`src/fti_pkg.sv`:
```
// Shared types and constants for the frequency table interpolator.
package fti_pkg;

	localparam int MAX_POINTS_DEF = 256;
	localparam int FREQ_W = 32;
	localparam int VAL_W = 16;
	localparam int POINT_W = 8 * VAL_W;
	// Rounded dividend: magnitude of a 33 by 17 bit product plus half the divisor.
	localparam int DIV_W = 51;

	typedef enum logic [1:0] {
		ACT_CLEAR  = 2'd0,
		ACT_APPEND = 2'd1,
		ACT_QUERY  = 2'd2,
		ACT_NOP    = 2'd3
	} action_t;

	typedef enum logic [3:0] {
		ST_IDLE,
		ST_SCAN,
		ST_SCAN_END,
		ST_PICK,
		ST_RD_OTHER,
		ST_GOT_OTHER,
		ST_MUL,
		ST_DIV_GO,
		ST_DIV_WAIT,
		ST_FINISH
	} state_t;

	typedef struct packed {
		logic start;
	} div_ctl_t;

	typedef struct packed {
		logic done;
	} div_sts_t;

endpackage

```
`src/fti_divider.sv`:
```
// Bit-serial restoring divider, one quotient bit per cycle.
module fti_divider
	import fti_pkg::*;
(
	input  logic              clk,
	input  logic              arst_n,
	input  div_ctl_t          ctl,
	input  logic [DIV_W-1:0]  dividend,
	input  logic [FREQ_W-1:0] divisor,
	output div_sts_t          sts,
	output logic [DIV_W-1:0]  quotient
);

	localparam int CNT_W = $clog2(DIV_W + 1);

	logic              busy_q;
	logic              done_q;
	logic [CNT_W-1:0]  cnt_q;
	logic [FREQ_W-1:0] rem_q;
	logic [DIV_W-1:0]  quo_q;
	logic [FREQ_W-1:0] div_q;
	logic [FREQ_W:0]   trial;
	logic              fits;

	assign trial = {rem_q, quo_q[DIV_W-1]};
	assign fits  = trial >= {1'b0, div_q};

	always_ff @(posedge clk or negedge arst_n) begin
		if (!arst_n) begin
			busy_q <= 1'b0;
			done_q <= 1'b0;
			cnt_q  <= '0;
		end else begin
			done_q <= 1'b0;
			if (ctl.start) begin
				busy_q <= 1'b1;
				cnt_q  <= CNT_W'(DIV_W);
			end else if (busy_q) begin
				cnt_q <= cnt_q - 1'b1;
				if (cnt_q == CNT_W'(1)) begin
					busy_q <= 1'b0;
					done_q <= 1'b1;
				end
			end
		end
	end

	always_ff @(posedge clk) begin
		if (ctl.start) begin
			rem_q <= '0;
			quo_q <= dividend;
			div_q <= divisor;
		end else if (busy_q) begin
			rem_q <= fits ? FREQ_W'(trial - {1'b0, div_q}) : trial[FREQ_W-1:0];
			quo_q <= {quo_q[DIV_W-2:0], fits};
		end
	end

	assign sts.done = done_q;
	assign quotient = quo_q;

endmodule

```
`config.mk`:
```
export PLATFORM = sky130hd
export DESIGN_NAME = fti_divider
export DESIGN_NICKNAME = d
export VERILOG_FILES = /design/src/fti_pkg.sv /design/src/fti_divider.sv
export SDC_FILE = /design/constraint.sdc
export NUM_CORES = 1
export LEC_CHECK = 0
export ABC_AREA = 0
export BUFFER_PORTS_ARGS = -buffer_cell sky130_fd_sc_hd__buf_4
export CAP_MARGIN = 25
export CELL_PAD_IN_SITES_DETAIL_PLACEMENT = 1
export CELL_PAD_IN_SITES_GLOBAL_PLACEMENT = 1
export CORE_MARGIN = 2
export CORE_UTILIZATION = 39
export DETAILED_ROUTE_END_ITERATION = 10
export GPL_ROUTABILITY_DRIVEN = 0
export PLACE_DENSITY = 0.83
export SYNTH_ARGS = -nofsm -noshare
export SYNTH_HDL_FRONTEND = slang
export SYNTH_SLANG_ARGS = --single-unit
```
`constraint.sdc`:
```
create_clock -name clk -period 3.2 [get_ports clk]
set_input_delay 0.48 -clock clk [delete_from_list [all_inputs] [get_ports clk]]
set_output_delay 0.48 -clock clk [all_outputs]
set_load 0.005 [all_outputs]
```
==> run_summary.xml, run 1 <==
<?xml version="1.0" encoding="UTF-8"?>
<metrics>
  <group name="setup_path">
    <metric name="start_kind" unit="">flop</metric>
    <metric name="reg2reg_slack" unit="ns">0.27</metric>
    <metric name="reg2reg_to" unit="">rem_q[18]$_SDFFE_PP0P_</metric>
    <metric name="crit_path_capture_type" unit="">flop</metric>
    <metric name="cp.required" unit="ns">3.50</metric>
    <metric name="reg2reg_from" unit="">div_q[11]$_DFFE_PP_</metric>
    <metric name="path_max_fanout" unit="">8</metric>
    <metric name="cp_data_arrival_time" unit="ns">3.23</metric>
    <metric name="reg2regPathDepth" unit="">11</metric>
    <metric name="worst-setup-path-type" unit="">reg2reg</metric>
    <metric name="critical_path.startpoint" unit="">div_q[11]$_DFFE_PP_</metric>
  </group>
  <group name="synth">
    <metric name="synthDominantAreaCellType" unit="">sky130_fd_sc_hd__edfxtp_1</metric>
    <metric name="post_synth.cell_area_avg" unit="um^2">10.35</metric>
    <metric name="synth.cell_area" unit="mm^2">0.007143</metric>
    <metric name="async_sr_flop_fraction" unit="%">6.504</metric>
    <metric name="synth-seq-cells" unit="">123</metric>
    <metric name="most_frequently_used_flop_master_after_synthesis" unit="">sky130_fd_sc_hd__edfxtp_1</metric>
    <metric name="synth_edf_count" unit="">83</metric>
    <metric name="synth_sequential_area_ratio" unit="%">46.66</metric>
    <metric name="netlist.area_leader.share" unit="%">34.89</metric>
    <metric name="synth-warning-count" unit="">0</metric>
    <metric name="syn-num-nets" unit="">811</metric>
    <metric name="synth_cell_type_count" unit="">68</metric>
    <metric name="area_contributors_post_synth" unit="">sky130_fd_sc_hd__edfxtp_1 35%, sky130_fd_sc_hd__dfxtp_1 9.0%, sky130_fd_sc_hd__mux2_2 8.0%</metric>
    <metric name="syn_inst" unit="">690</metric>
  </group>
  <group name="detailed_routing">
    <metric name="dr_wl_met3" unit="um">1621</metric>
    <metric name="top_layer_used" unit="">met4</metric>
    <metric name="met1_length" unit="um">8833</metric>
    <metric name="drtPass1Iterations" unit="">4</metric>
    <metric name="drt-total-wl" unit="um">21580</metric>
    <metric name="drt_iter0_drc" unit="">433</metric>
    <metric name="detail_route.drc_violations" unit="">0</metric>
    <metric name="antenna_viol_nets_final" unit="">0</metric>
    <metric name="drt-wirelength-per-cell" unit="um">20.18</metric>
    <metric name="met2WireLength" unit="um">10620</metric>
    <metric name="routed_via_density" unit="">5.542</metric>
    <metric name="num_vias" unit="">5924</metric>
  </group>
  <group name="placed_design">
    <metric name="hpwlAfterDp" unit="um">15770</metric>
    <metric name="portBuffers" unit="">137</metric>
    <metric name="detailed_place.area" unit="mm^2">0.008429</metric>
  </group>
  <group name="clock_tree">
    <metric name="worst_skew_pair.late_latency" unit="ns">0.43</metric>
    <metric name="clk_transition_reported_paths" unit="ns">0.06</metric>
    <metric name="tritoncts" unit="">yes</metric>
    <metric name="clock_tree.buffer_depth" unit="">2</metric>
    <metric name="cts_root_buf" unit="">sky130_fd_sc_hd__clkbuf_16</metric>
    <metric name="htree_num_levels" unit="">4</metric>
    <metric name="cts.repair_timing.setup_buffer_count" unit="">0</metric>
    <metric name="cts_num_sinks" unit="">123</metric>
    <metric name="cts-buffers-inserted" unit="">17</metric>
  </group>
  <group name="timing">
    <metric name="f_max" unit="GHz">0.3413</metric>
    <metric name="period_minus_slack" unit="ns">2.930</metric>
    <metric name="post-route-period-util" unit="%">91.55</metric>
    <metric name="timing_worst_slew_pin_value" unit="ns">0.9628</metric>
    <metric name="final.setup.tns" unit="ns">0</metric>
    <metric name="worst_slew_margin_rel" unit="%">35.58</metric>
    <metric name="finalHoldViolCount" unit="">0</metric>
    <metric name="final_max_slew_viol_count" unit="">0</metric>
    <metric name="rsz0062_at_grt" unit="">no</metric>
    <metric name="setup_viol" unit="">0</metric>
    <metric name="worst_clock_skew" unit="ns">0.01074</metric>
  </group>
  <group name="global_routing">
    <metric name="grt_antenna_before_repair" unit="">0</metric>
    <metric name="maximum_number_of_pins_on_one_net_before_global_route_repair" unit="">52</metric>
    <metric name="globalRouteTotalUtil" unit="%">22.60</metric>
    <metric name="grt_pass1_vias" unit="">6419</metric>
    <metric name="global_route_wire_length_before_repair" unit="um">34430</metric>
    <metric name="overflow_left_after_global_routing" unit="">0</metric>
  </group>
  <group name="finish">
    <metric name="layout.cell_area.non_filler" unit="mm^2">0.008990</metric>
    <metric name="layout.cells.most_common_list" unit="">157 x sky130_fd_sc_hd__buf_4, 83 x sky130_fd_sc_hd__edfxtp_1, 55 x sky130_fd_sc_hd__nor2_1</metric>
    <metric name="layout.cells.most_common" unit="">sky130_fd_sc_hd__buf_4</metric>
    <metric name="drive_above_1_share" unit="%">31.07</metric>
    <metric name="finalNetCount" unit="">948</metric>
    <metric name="num_antenna_cells" unit="">0</metric>
    <metric name="layout-area-overhead-vs-synth" unit="%">25.85</metric>
  </group>
  <group name="pwr">
    <metric name="cellPowerDensity" unit="mW/mm^2">760.0</metric>
    <metric name="vdd_ir_drop_max" unit="V">0.0004381</metric>
    <metric name="power_switching_share" unit="%">38.41</metric>
    <metric name="clock_power_share" unit="%">26.5</metric>
    <metric name="power.share.combinational" unit="%">41.3</metric>
    <metric name="p_seq_share" unit="%">32.3</metric>
    <metric name="power.net_switching" unit="W">0.002624</metric>
    <metric name="leakagePower" unit="nW">3.806</metric>
    <metric name="internal_power" unit="W">0.004209</metric>
  </group>
  <group name="floorplanning">
    <metric name="core" unit="mm^2">0.01796</metric>
    <metric name="row_cnt" unit="">49</metric>
    <metric name="die_width" unit="um">139.3</metric>
    <metric name="io_pins" unit="">138</metric>
    <metric name="start_util" unit="%">39.76</metric>
    <metric name="chipHeight" unit="um">139.3</metric>
    <metric name="fp.dieArea" unit="mm^2">0.01941</metric>
  </group>
  <group name="min_path">
    <metric name="holdPathStages" unit="">1</metric>
    <metric name="holdCritPathClass" unit="">in2reg</metric>
    <metric name="whs_endpoint" unit="">div_q[22]$_DFFE_PP_</metric>
    <metric name="min_from" unit="">divisor[22]</metric>
  </group>
  <group name="run_status">
    <metric name="outcome" unit="">complete, no violations</metric>
  </group>
  <group name="job">
    <metric name="maxCapViolations" unit="">0</metric>
  </group>
</metrics>
## cells by family after synthesis
family / Yosys count / share of synthesized area, %
simple gates: 191 / 13.03
compound gates: 173 / 16.96
flops: 123 / 46.66
buf+inv: 85 / 5.097
mux: 54 / 8.460
fa+ha+maj: 35 / 6.236
xor+xnor: 29 / 3.556
## worst max-delay path, stage by stage (launching register included)
cell and delay [ns]:
sky130_fd_sc_hd__edfxtp_1 0.32, sky130_fd_sc_hd__inv_1 0.05, sky130_fd_sc_hd__ha_1 0.43, sky130_fd_sc_hd__nand4_1 0.23
sky130_fd_sc_hd__nor4_2 0.40, sky130_fd_sc_hd__a21oi_1 0.10, sky130_fd_sc_hd__o21ai_0 0.08, sky130_fd_sc_hd__a221o_1 0.25
sky130_fd_sc_hd__o21a_2 0.23, sky130_fd_sc_hd__buf_4 0.19, sky130_fd_sc_hd__nor2_1 0.12, sky130_fd_sc_hd__o311ai_0 0.42
## area by class of cell
class	count	area (um^2)
timing repair buffer	159	1209
fill	1977	8974
clock inverter	13	106.4
sequential	123	3333
clock buffer	19	442.9
tap	229	286.5
multi-input combinational	482	3447
inverter	44	165.2
## power by group through the flow
stage / Clock, W / Sequential [W] / Combinational [W]
CTS: 0.00184 / 0.00221 / 0.00281
finish: 0.00181 / 0.00220 / 0.00282
global placement: 0 / 0.00221 / 0.00270
detailed placement: 0 / 0.00223 / 0.00277
global route: 0.00190 / 0.00224 / 0.00310
floorplan: 0 / 0.00218 / 0.00192
## sequential cells by signal (all words and copies together) (netlist names)
signal    flops
rem_q        32
quotient     51
cnt_q         6
busy_q        1
sts           1
div_q        32
## metrics by stage
stage	std cells	utilization [%]	setup WS (ns)	total power (W)	hold WS (ns)
floorplan	690	-	0.6839	0.004096	0.1844
global placement	1036	46.92	0.2609	0.004911	0.3057
detailed placement	1036	46.92	0.1444	0.004998	0.3088
CTS	1069	50.04	0.1277	0.006848	0.2126
global route	1069	50.05	0.04789	0.007236	0.2096
finish	1069	50.05	0.2704	0.006833	0.2252
## worst max-delay path by stage
stage	depth (start not counted)	slack, ns	endpoint
3_5_place_dp	11	0.14	rem_q[18]$_SDFFE_PP0P_
4_1_cts	11	0.13	rem_q[18]$_SDFFE_PP0P_
2_1_floorplan	12	0.68	rem_q[21]$_SDFFE_PP0P_
5_1_grt	11	0.05	rem_q[12]$_SDFFE_PP0P_
6_report	11	0.27	rem_q[18]$_SDFFE_PP0P_
3_3_place_gp	11	0.26	rem_q[28]$_SDFFE_PP0P_
## synth_stat cells, drive strengths merged (4+ instances only)
master and instances:
a211oi 4, a21boi 6, a21o 12, a21oi 34, a311oi 19, a31oi 4, and3 5, buf 20
clkbuf 21, dfrtp 8, dfxtp 32, edfxtp 83, ha 34, inv 44, mux2 51, nand2 47
nand2b 7, nand3 28, nand4 11, nor2 55, nor2b 4, nor3 10, nor4 8, o211ai 7
o21a 6, o21ai 42, o21bai 7, o22ai 5, o31ai 4, or2 4, or3 4, xnor2 18
xor2 11
## per-layer routing
| metal | global-route usage (%) | vias to the layer above |
|---|---|---|
| li1 | - | 2836 |
| met1 | 26.14 | 2884 |
| met2 | 38.75 | 165 |
| met3 | 8.362 | 39 |
| met4 | 7.496 | 0 |
| met5 | 0 | - |
## timing repair
| action | CTS | global route |
|---|---|---|
| hold buffers | 1 | 0 |
| endpoints found under the hold margin | 8 | 0 |
| setup endpoints to repair | 0 | 7 |
| resized for setup | 0 | 2 |
(Power assumes the default switching activity.)
==> inputs of run 2 (changes only) <==
--- a/config.mk
+++ b/config.mk
@@ -5,7 +5,7 @@
 export SDC_FILE = /design/constraint.sdc
 export NUM_CORES = 1
 export LEC_CHECK = 0
-export ABC_AREA = 0
+export ABC_AREA = 1
 export BUFFER_PORTS_ARGS = -buffer_cell sky130_fd_sc_hd__buf_4
 export CAP_MARGIN = 25
 export CELL_PAD_IN_SITES_DETAIL_PLACEMENT = 1
@@ -14,7 +14,7 @@
 export CORE_UTILIZATION = 39
 export DETAILED_ROUTE_END_ITERATION = 10
 export GPL_ROUTABILITY_DRIVEN = 0
-export PLACE_DENSITY = 0.83
+export PLACE_DENSITY = 0.87
 export SYNTH_ARGS = -nofsm -noshare
 export SYNTH_HDL_FRONTEND = slang
 export SYNTH_SLANG_ARGS = --single-unit
==> run 2 against run 1 <==
First-iteration DRC count fell by 18%. Worst setup slack improved by 0.36 ns. Sequential power fell by 15%. Global-route usage rose by 1.2 points. Critical endpoint is now rem_q[15]$_SDFFE_PP0P_.
==> run_summary.xml, run 2 <==
<?xml version="1.0" encoding="UTF-8"?>
<metrics>
  <group name="timing">
    <metric name="timing_worst_slew_pin_value" unit="ns">0.6156</metric>
    <metric name="f_max" unit="GHz">0.3896</metric>
    <metric name="worst_slew_margin_rel" unit="%">58.90</metric>
    <metric name="final.setup.tns" unit="ns">0</metric>
    <metric name="post-route-period-util" unit="%">80.21</metric>
    <metric name="timing.hold.ws" unit="ns">0.2220</metric>
    <metric name="setup_viol" unit="">0</metric>
    <metric name="final_max_slew_viol_count" unit="">0</metric>
    <metric name="worst_clock_skew" unit="ns">0.01287</metric>
    <metric name="period_minus_slack" unit="ns">2.567</metric>
    <metric name="rsz0062_at_grt" unit="">no</metric>
    <metric name="finalHoldViolCount" unit="">0</metric>
  </group>
  <group name="synth">
    <metric name="synth_sequential_area_ratio" unit="%">43.56</metric>
    <metric name="synth_cell_type_count" unit="">35</metric>
    <metric name="synth_simple_gate_area_share" unit="%">35.55</metric>
    <metric name="syn_inst" unit="">1084</metric>
    <metric name="synth_top_family_by_area" unit="">simple AND/OR/NAND/NOR gates</metric>
    <metric name="synth_xor_area_share" unit="%">1.602</metric>
    <metric name="synth_mux_area_share" unit="%">0</metric>
    <metric name="synth-seq-cells" unit="">123</metric>
    <metric name="synth_edf_count" unit="">83</metric>
    <metric name="post_synth.cell_area_avg" unit="um^2">7.059</metric>
    <metric name="synth.cell_area" unit="mm^2">0.007652</metric>
    <metric name="area_contributors_post_synth" unit="">sky130_fd_sc_hd__edfxtp_1 33%, sky130_fd_sc_hd__nand2_1 25%, sky130_fd_sc_hd__inv_1 8.9%</metric>
    <metric name="netlist.area_leader.share" unit="%">32.57</metric>
    <metric name="synth_top_cells_by_count" unit="">501 x sky130_fd_sc_hd__nand2_1, 181 x sky130_fd_sc_hd__inv_1, 83 x sky130_fd_sc_hd__edfxtp_1</metric>
    <metric name="synthDominantAreaCellType" unit="">sky130_fd_sc_hd__edfxtp_1</metric>
    <metric name="most_frequently_used_flop_master_after_synthesis" unit="">sky130_fd_sc_hd__edfxtp_1</metric>
    <metric name="synth-warning-count" unit="">0</metric>
    <metric name="yosysMostFrequentCell" unit="">sky130_fd_sc_hd__nand2_1</metric>
    <metric name="post_synth_fa_ha_maj_area_fraction" unit="%">5.821</metric>
    <metric name="syn-num-nets" unit="">1205</metric>
    <metric name="async_sr_flop_fraction" unit="%">6.504</metric>
    <metric name="synth-compound-area-share" unit="%">2.567</metric>
  </group>
  <group name="finish">
    <metric name="layout.cells.most_common_list" unit="">501 x sky130_fd_sc_hd__nand2_1, 180 x sky130_fd_sc_hd__inv_1, 148 x sky130_fd_sc_hd__buf_4</metric>
    <metric name="drive_above_1_share" unit="%">16.09</metric>
    <metric name="utilization" unit="%">49.38</metric>
    <metric name="fillers" unit="">2493</metric>
    <metric name="finalNetCount" unit="">1345</metric>
    <metric name="area.sequential" unit="mm^2">0.003333</metric>
    <metric name="num_antenna_cells" unit="">0</metric>
    <metric name="layout-area-overhead-vs-synth" unit="%">24.75</metric>
    <metric name="multi_input_comb_area" unit="mm^2">0.003490</metric>
    <metric name="layout.cells.most_common" unit="">sky130_fd_sc_hd__nand2_1</metric>
    <metric name="largest_register_ffs" unit="">51</metric>
  </group>
  <group name="min_path">
    <metric name="holdCritPathClass" unit="">in2reg</metric>
    <metric name="holdPathStages" unit="">1</metric>
  </group>
  <group name="pwr">
    <metric name="power.share.combinational" unit="%">12.9</metric>
    <metric name="clock_power_share" unit="%">44.3</metric>
    <metric name="vdd_ir_drop_max" unit="V">0.0003573</metric>
    <metric name="cellPowerDensity" unit="mW/mm^2">457.5</metric>
    <metric name="power.net_switching" unit="W">0.001148</metric>
    <metric name="power_switching_share" unit="%">26.29</metric>
    <metric name="p_total" unit="W">0.004367</metric>
    <metric name="p_seq_share" unit="%">42.9</metric>
    <metric name="leakagePower" unit="nW">5.168</metric>
    <metric name="internal_power" unit="W">0.003219</metric>
  </group>
  <group name="detailed_routing">
    <metric name="antenna_viol_nets_final" unit="">0</metric>
    <metric name="detail_route.drc_violations" unit="">0</metric>
    <metric name="dr_wl_met3" unit="um">1460</metric>
    <metric name="top_layer_used" unit="">met4</metric>
    <metric name="drt-wirelength-per-cell" unit="um">15.82</metric>
    <metric name="drt-total-wl" unit="um">23760</metric>
    <metric name="drtPass1Iterations" unit="">4</metric>
    <metric name="met2WireLength" unit="um">11750</metric>
    <metric name="met1_length" unit="um">10090</metric>
    <metric name="drt_iter0_drc" unit="">356</metric>
    <metric name="routed_via_density" unit="">4.797</metric>
    <metric name="num_vias" unit="">7205</metric>
  </group>
  <group name="global_routing">
    <metric name="global_route_wire_length_before_repair" unit="um">38290</metric>
    <metric name="globalRouteTotalUtil" unit="%">23.85</metric>
    <metric name="grt_antenna_before_repair" unit="">0</metric>
    <metric name="maximum_number_of_pins_on_one_net_before_global_route_repair" unit="">57</metric>
    <metric name="grt_pass1_vias" unit="">7574</metric>
    <metric name="overflow_left_after_global_routing" unit="">0</metric>
  </group>
  <group name="floorplanning">
    <metric name="fp.dieArea" unit="mm^2">0.02076</metric>
    <metric name="row_cnt" unit="">51</metric>
    <metric name="start_util" unit="%">39.58</metric>
    <metric name="chipHeight" unit="um">144.1</metric>
    <metric name="die_width" unit="um">144.1</metric>
    <metric name="core" unit="mm^2">0.01933</metric>
    <metric name="io_pins" unit="">138</metric>
  </group>
  <group name="setup_path">
    <metric name="worst-setup-path-type" unit="">reg2reg</metric>
    <metric name="start_kind" unit="">flop</metric>
    <metric name="cp.required" unit="ns">3.51</metric>
    <metric name="cp_data_arrival_time" unit="ns">2.88</metric>
    <metric name="crit_path_capture_type" unit="">flop</metric>
    <metric name="path_max_fanout" unit="">32</metric>
    <metric name="reg2regPathDepth" unit="">15</metric>
  </group>
  <group name="clock_tree">
    <metric name="htree_num_levels" unit="">4</metric>
    <metric name="cts_root_buf" unit="">sky130_fd_sc_hd__clkbuf_16</metric>
    <metric name="cts-buffers-inserted" unit="">17</metric>
    <metric name="cts_num_sinks" unit="">123</metric>
    <metric name="tritoncts" unit="">yes</metric>
    <metric name="cts_resized" unit="">0</metric>
    <metric name="worst_skew_pair.late_latency" unit="ns">0.43</metric>
    <metric name="clk_transition_reported_paths" unit="ns">0.06</metric>
    <metric name="clock_tree.buffer_depth" unit="">2</metric>
  </group>
  <group name="run_status">
    <metric name="outcome" unit="">complete, no violations</metric>
  </group>
  <group name="placed_design">
    <metric name="portBuffers" unit="">137</metric>
    <metric name="hpwlAfterDp" unit="um">16960</metric>
  </group>
  <group name="job">
    <metric name="maxCapViolations" unit="">0</metric>
  </group>
</metrics>
run 2: final timing paths:
kind | endpoint | startpoint | slack, ns
setup / recovery | rem_q[15]$_SDFFE_PP0P_ | div_q[2]$_DFFE_PP_ | 0.63
hold reg to reg | rem_q[9]$_SDFFE_PP0P_ | rem_q[9]$_SDFFE_PP0P_ | 0.48
setup reg to reg | rem_q[15]$_SDFFE_PP0P_ | div_q[2]$_DFFE_PP_ | 0.63
min in group asynchronous | sts$_DFF_PN0_ | arst_n | 0.46
max in group asynchronous | cnt_q[5]$_DFFE_PN0P_ | arst_n | 2.60
hold / removal | div_q[30]$_DFFE_PP_ | divisor[30] | 0.22
run 2: layer usage:
metal,track usage [%],vias up
met5,0,-
met4,6.760,0
met3,7.417,35
met2,41.98,161
met1,27.99,3407
li1,-,3602
run 2: repair_timing:
item	4_1_cts	5_1_grt
setup buffers	0	0
hold endpoints to repair	8	0
setup endpoints to repair	0	0
hold buffers	1	0
run 2: power by group through the flow:
stage	sequential, W	combinational, W	clock (W)
3_5_place_dp	0.00190	0.000554	0
2_1_floorplan	0.00189	0.000272	0
6_report	0.00187	0.000561	0.00193
5_1_grt	0.00188	0.000625	0.00202
4_1_cts	0.00187	0.000565	0.00195
3_3_place_gp	0.00190	0.000536	0
run 2: logic make-up (layout without fill, tap and decap cells):
logic type	count (synthesis)	in the layout
simple gates	665	665
buf+inv	213	366
flops	123	123
fa+ha+maj	35	35
compound gates	34	34
xor+xnor	14	14
run 2: per-stage QoR:
step	cell area [um^2]	setup slack [ns]	instances
final	9547	0.6332	1502
after global routing	9547	0.4151	1502
after CTS	9547	0.6383	1502
after detailed placement	8960	0.7008	1469
after global placement	8960	0.7854	1469
after floorplan	7652	0.6832	1084
run 2: worst max-delay path, cell delays in order, from the launching register on:
cell and delay (ns):
sky130_fd_sc_hd__edfxtp_1 0.32, sky130_fd_sc_hd__inv_1 0.05, sky130_fd_sc_hd__ha_1 0.43, sky130_fd_sc_hd__nand2_1 0.13, sky130_fd_sc_hd__nor2_1 0.12, sky130_fd_sc_hd__nand2_1 0.07, sky130_fd_sc_hd__nand3_2 0.12, sky130_fd_sc_hd__nand2_2 0.07
sky130_fd_sc_hd__nand2_2 0.12, sky130_fd_sc_hd__nand2_2 0.08, sky130_fd_sc_hd__nand2_2 0.11, sky130_fd_sc_hd__nand2_4 0.15, sky130_fd_sc_hd__nand2_4 0.36, sky130_fd_sc_hd__nand2_1 0.13, sky130_fd_sc_hd__nand3_1 0.12, sky130_fd_sc_hd__nand2_1 0.06
run 2: final cells by class:
class                           count  area share (%)
Clock buffer                       19           4.535
Timing Repair Buffer              149           11.74
Multi-Input combinational cell    748           36.55
Inverter                          185           7.274
Tap cell                          265           3.473
Clock inverter                     13           1.507
Sequential cell                   123           34.91
==> inputs of run 3 (changes only) <==
==> constraint.sdc (replaced) <==
create_clock -name clk -period 2.4 [get_ports clk]
set_input_delay 0.36 -clock clk [delete_from_list [all_inputs] [get_ports clk]]
set_output_delay 0.36 -clock clk [all_outputs]
set_load 0.005 [all_outputs]
==> run 3 against run 2 <==
Clock power up 29%. Combinational power up 39%. Clock skew up 0.0063 ns. Critical path type unchanged. Largest cell class unchanged. Highest routed layer unchanged.
==> run_summary.xml, run 3 (synthesized netlist as in run 2, its figures left out) <==
<?xml version="1.0" encoding="UTF-8"?>
<metrics>
  <group name="run_status">
    <metric name="outcome" unit="">complete, no violations</metric>
  </group>
  <group name="setup_path">
    <metric name="worst-setup-path-type" unit="">reg2reg</metric>
    <metric name="cp_data_arrival_time" unit="ns">2.62</metric>
    <metric name="cp_slowest_cell" unit="">sky130_fd_sc_hd__ha_1</metric>
    <metric name="start_kind" unit="">flop</metric>
    <metric name="critical_path.cell_chain" unit="">inv_1, ha_1, nand2_1, nor2_1, nand2_1, nor2_1, nand2_1, nand2_1, a21oi_4, buf_4, nand2_4, buf_12, nand2_1, nand3_1, nand2_1</metric>
    <metric name="cp.required" unit="ns">2.71</metric>
    <metric name="critical-path-top-cell-by-count" unit="">sky130_fd_sc_hd__nand2_1</metric>
    <metric name="crit_path_capture_type" unit="">flop</metric>
    <metric name="path_max_fanout" unit="">12</metric>
    <metric name="slowest_delay" unit="ns">0.35</metric>
  </group>
  <group name="clock_tree">
    <metric name="worst_skew_pair.late_latency" unit="ns">0.44</metric>
    <metric name="tritoncts" unit="">yes</metric>
    <metric name="cts_num_sinks" unit="">123</metric>
    <metric name="clock_tree.buffer_depth" unit="">2</metric>
    <metric name="clk_transition_reported_paths" unit="ns">0.07</metric>
    <metric name="htree_num_levels" unit="">4</metric>
    <metric name="cts_root_buf" unit="">sky130_fd_sc_hd__clkbuf_16</metric>
    <metric name="cts-buffers-inserted" unit="">17</metric>
  </group>
  <group name="detailed_routing">
    <metric name="dr_wl_met3" unit="um">1752</metric>
    <metric name="num_vias" unit="">7527</metric>
    <metric name="antenna_viol_nets_final" unit="">0</metric>
    <metric name="met2WireLength" unit="um">12610</metric>
    <metric name="drtPass1Iterations" unit="">5</metric>
    <metric name="met1_length" unit="um">10190</metric>
    <metric name="drt_iter0_drc" unit="">374</metric>
    <metric name="top_layer_used" unit="">met4</metric>
    <metric name="drt-total-wl" unit="um">25560</metric>
    <metric name="detail_route.drc_violations" unit="">0</metric>
    <metric name="routed_via_density" unit="">4.958</metric>
    <metric name="drt-wirelength-per-cell" unit="um">16.83</metric>
  </group>
  <group name="global_routing">
    <metric name="grt_pass1_vias" unit="">7897</metric>
    <metric name="global_route_wire_length_before_repair" unit="um">39430</metric>
    <metric name="globalRouteTotalUtil" unit="%">24.65</metric>
    <metric name="maximum_number_of_pins_on_one_net_before_global_route_repair" unit="">74</metric>
    <metric name="grt_antenna_before_repair" unit="">0</metric>
    <metric name="overflow_left_after_global_routing" unit="">0</metric>
  </group>
  <group name="floorplanning">
    <metric name="chipHeight" unit="um">144.1</metric>
    <metric name="die_width" unit="um">144.1</metric>
    <metric name="core" unit="mm^2">0.01933</metric>
    <metric name="io_pins" unit="">138</metric>
    <metric name="fp.dieArea" unit="mm^2">0.02076</metric>
    <metric name="start_util" unit="%">39.58</metric>
    <metric name="row_cnt" unit="">51</metric>
  </group>
  <group name="pwr">
    <metric name="power.share.combinational" unit="%">13.5</metric>
    <metric name="clock_power_share" unit="%">43.2</metric>
    <metric name="leakagePower" unit="nW">5.300</metric>
    <metric name="internal_power" unit="W">0.004127</metric>
    <metric name="power_switching_share" unit="%">28.48</metric>
    <metric name="vdd_ir_drop_max" unit="V">0.0004599</metric>
    <metric name="p_seq_share" unit="%">43.3</metric>
    <metric name="p_total" unit="W">0.005770</metric>
    <metric name="cellPowerDensity" unit="mW/mm^2">585.6</metric>
    <metric name="power.net_switching" unit="W">0.001643</metric>
  </group>
  <group name="timing">
    <metric name="final_max_slew_viol_count" unit="">0</metric>
    <metric name="timing.hold.ws" unit="ns">0.09497</metric>
    <metric name="finalHoldViolCount" unit="">0</metric>
    <metric name="f_max" unit="GHz">0.4335</metric>
    <metric name="timing_worst_slew_pin_value" unit="ns">0.5575</metric>
    <metric name="setup_viol" unit="">0</metric>
    <metric name="final.setup.tns" unit="ns">0</metric>
    <metric name="period_minus_slack" unit="ns">2.307</metric>
    <metric name="worst_clock_skew" unit="ns">0.01917</metric>
    <metric name="worst_slew_margin_rel" unit="%">62.75</metric>
    <metric name="post-route-period-util" unit="%">96.13</metric>
  </group>
  <group name="min_path">
    <metric name="holdCritPathClass" unit="">in2reg</metric>
  </group>
  <group name="finish">
    <metric name="layout.cells.most_common_list" unit="">496 x sky130_fd_sc_hd__nand2_1, 178 x sky130_fd_sc_hd__inv_1, 155 x sky130_fd_sc_hd__buf_4</metric>
    <metric name="finalNetCount" unit="">1361</metric>
    <metric name="layout.cell_area.non_filler" unit="mm^2">0.009853</metric>
    <metric name="layout.cells.most_common" unit="">sky130_fd_sc_hd__nand2_1</metric>
    <metric name="num_antenna_cells" unit="">0</metric>
    <metric name="largest_register_ffs" unit="">51</metric>
    <metric name="layout-area-overhead-vs-synth" unit="%">28.76</metric>
    <metric name="drive_above_1_share" unit="%">19.07</metric>
  </group>
  <group name="job">
    <metric name="maxCapViolations" unit="">0</metric>
  </group>
  <group name="placed_design">
    <metric name="portBuffers" unit="">137</metric>
    <metric name="hpwlAfterDp" unit="um">17890</metric>
    <metric name="detailed_place.area" unit="mm^2">0.009107</metric>
  </group>
</metrics>
## run 3: cell count changes in the layout (fill, tap and decap cells not counted), moves of 5 or more
cell                      before  now
sky130_fd_sc_hd__buf_12        0    7
sky130_fd_sc_hd__inv_6         3    9
sky130_fd_sc_hd__ha_1         34   28
sky130_fd_sc_hd__buf_4       148  155
sky130_fd_sc_hd__nand2_1     501  496
## run 3: final cells by class
cell class              instances  area [um^2]
fillers                      2495         9482
multi-input cells             748         3592
flip-flops and latches        123         3333
repair buffers                165         1354
inverters                     185        694.4
clock buffers                  17        425.4
well taps                     265        331.6
clock inverters                15        122.6
## run 3: final timing paths
kind                                             from                     end  slack, ns  cells past startpoint
worst min-delay path                      divisor[25]     div_q[25]$_DFFE_PP_       0.09                      1
worst max-delay path               div_q[6]$_DFFE_PP_  rem_q[17]$_SDFFE_PP0P_       0.09                     15
worst min register to register  rem_q[5]$_SDFFE_PP0P_   rem_q[5]$_SDFFE_PP0P_       0.47                      2
min in group asynchronous                      arst_n    cnt_q[2]$_DFFE_PN0P_       0.31                      2
worst max register to register     div_q[6]$_DFFE_PP_  rem_q[17]$_SDFFE_PP0P_       0.09                     15
max in group asynchronous                      arst_n    cnt_q[4]$_DFFE_PN0P_       1.94                      2
## run 3: per-layer routing
metal  track usage, %  up-vias
met5                0        -
met3            7.219       69
met4            10.37        0
met2            43.03      222
met1            28.16     3603
li1                 -     3633
## run 3: per-stage QoR
| step | utilization, % | setup slack [ns] | instances |
|---|---|---|---|
| after floorplan | - | 0.003155 | 1084 |
| after global placement | 47.10 | 0.1287 | 1478 |
| after detailed placement | 47.10 | 0.08396 | 1478 |
| after CTS | 49.99 | 0.04213 | 1511 |
| after global routing | 50.96 | -0.05904 | 1518 |
| final | 50.96 | 0.09295 | 1518 |
## run 3: what timing repair did
item / in CTS / in global routing
gates resized for setup: 0 / 31
buffers inserted: 0 / 6
hold buffers: 1 / 0
hold endpoints to repair: 8 / 0
endpoints found under the setup margin: 0 / 32
## run 3: power groups by stage
stage / Clock (W) / Combinational, W / Sequential, W
after floorplan: 0 / 0.000362 / 0.00252
after global placement: 0 / 0.000724 / 0.00253
after detailed placement: 0 / 0.000751 / 0.00253
after CTS: 0.00253 / 0.000763 / 0.00250
after global routing: 0.00259 / 0.000868 / 0.00251
final: 0.00249 / 0.000779 / 0.00250
## run 3: critical path, delay by kind of cell (launching register included)
kind                       cells  cell delay [ns]
AOI/OAI and AO/OA              1             0.07
and+or+nand+nor               10             1.09
DFF                            1             0.32
adders and majority gates      1             0.35
buffers and inverters          3             0.34
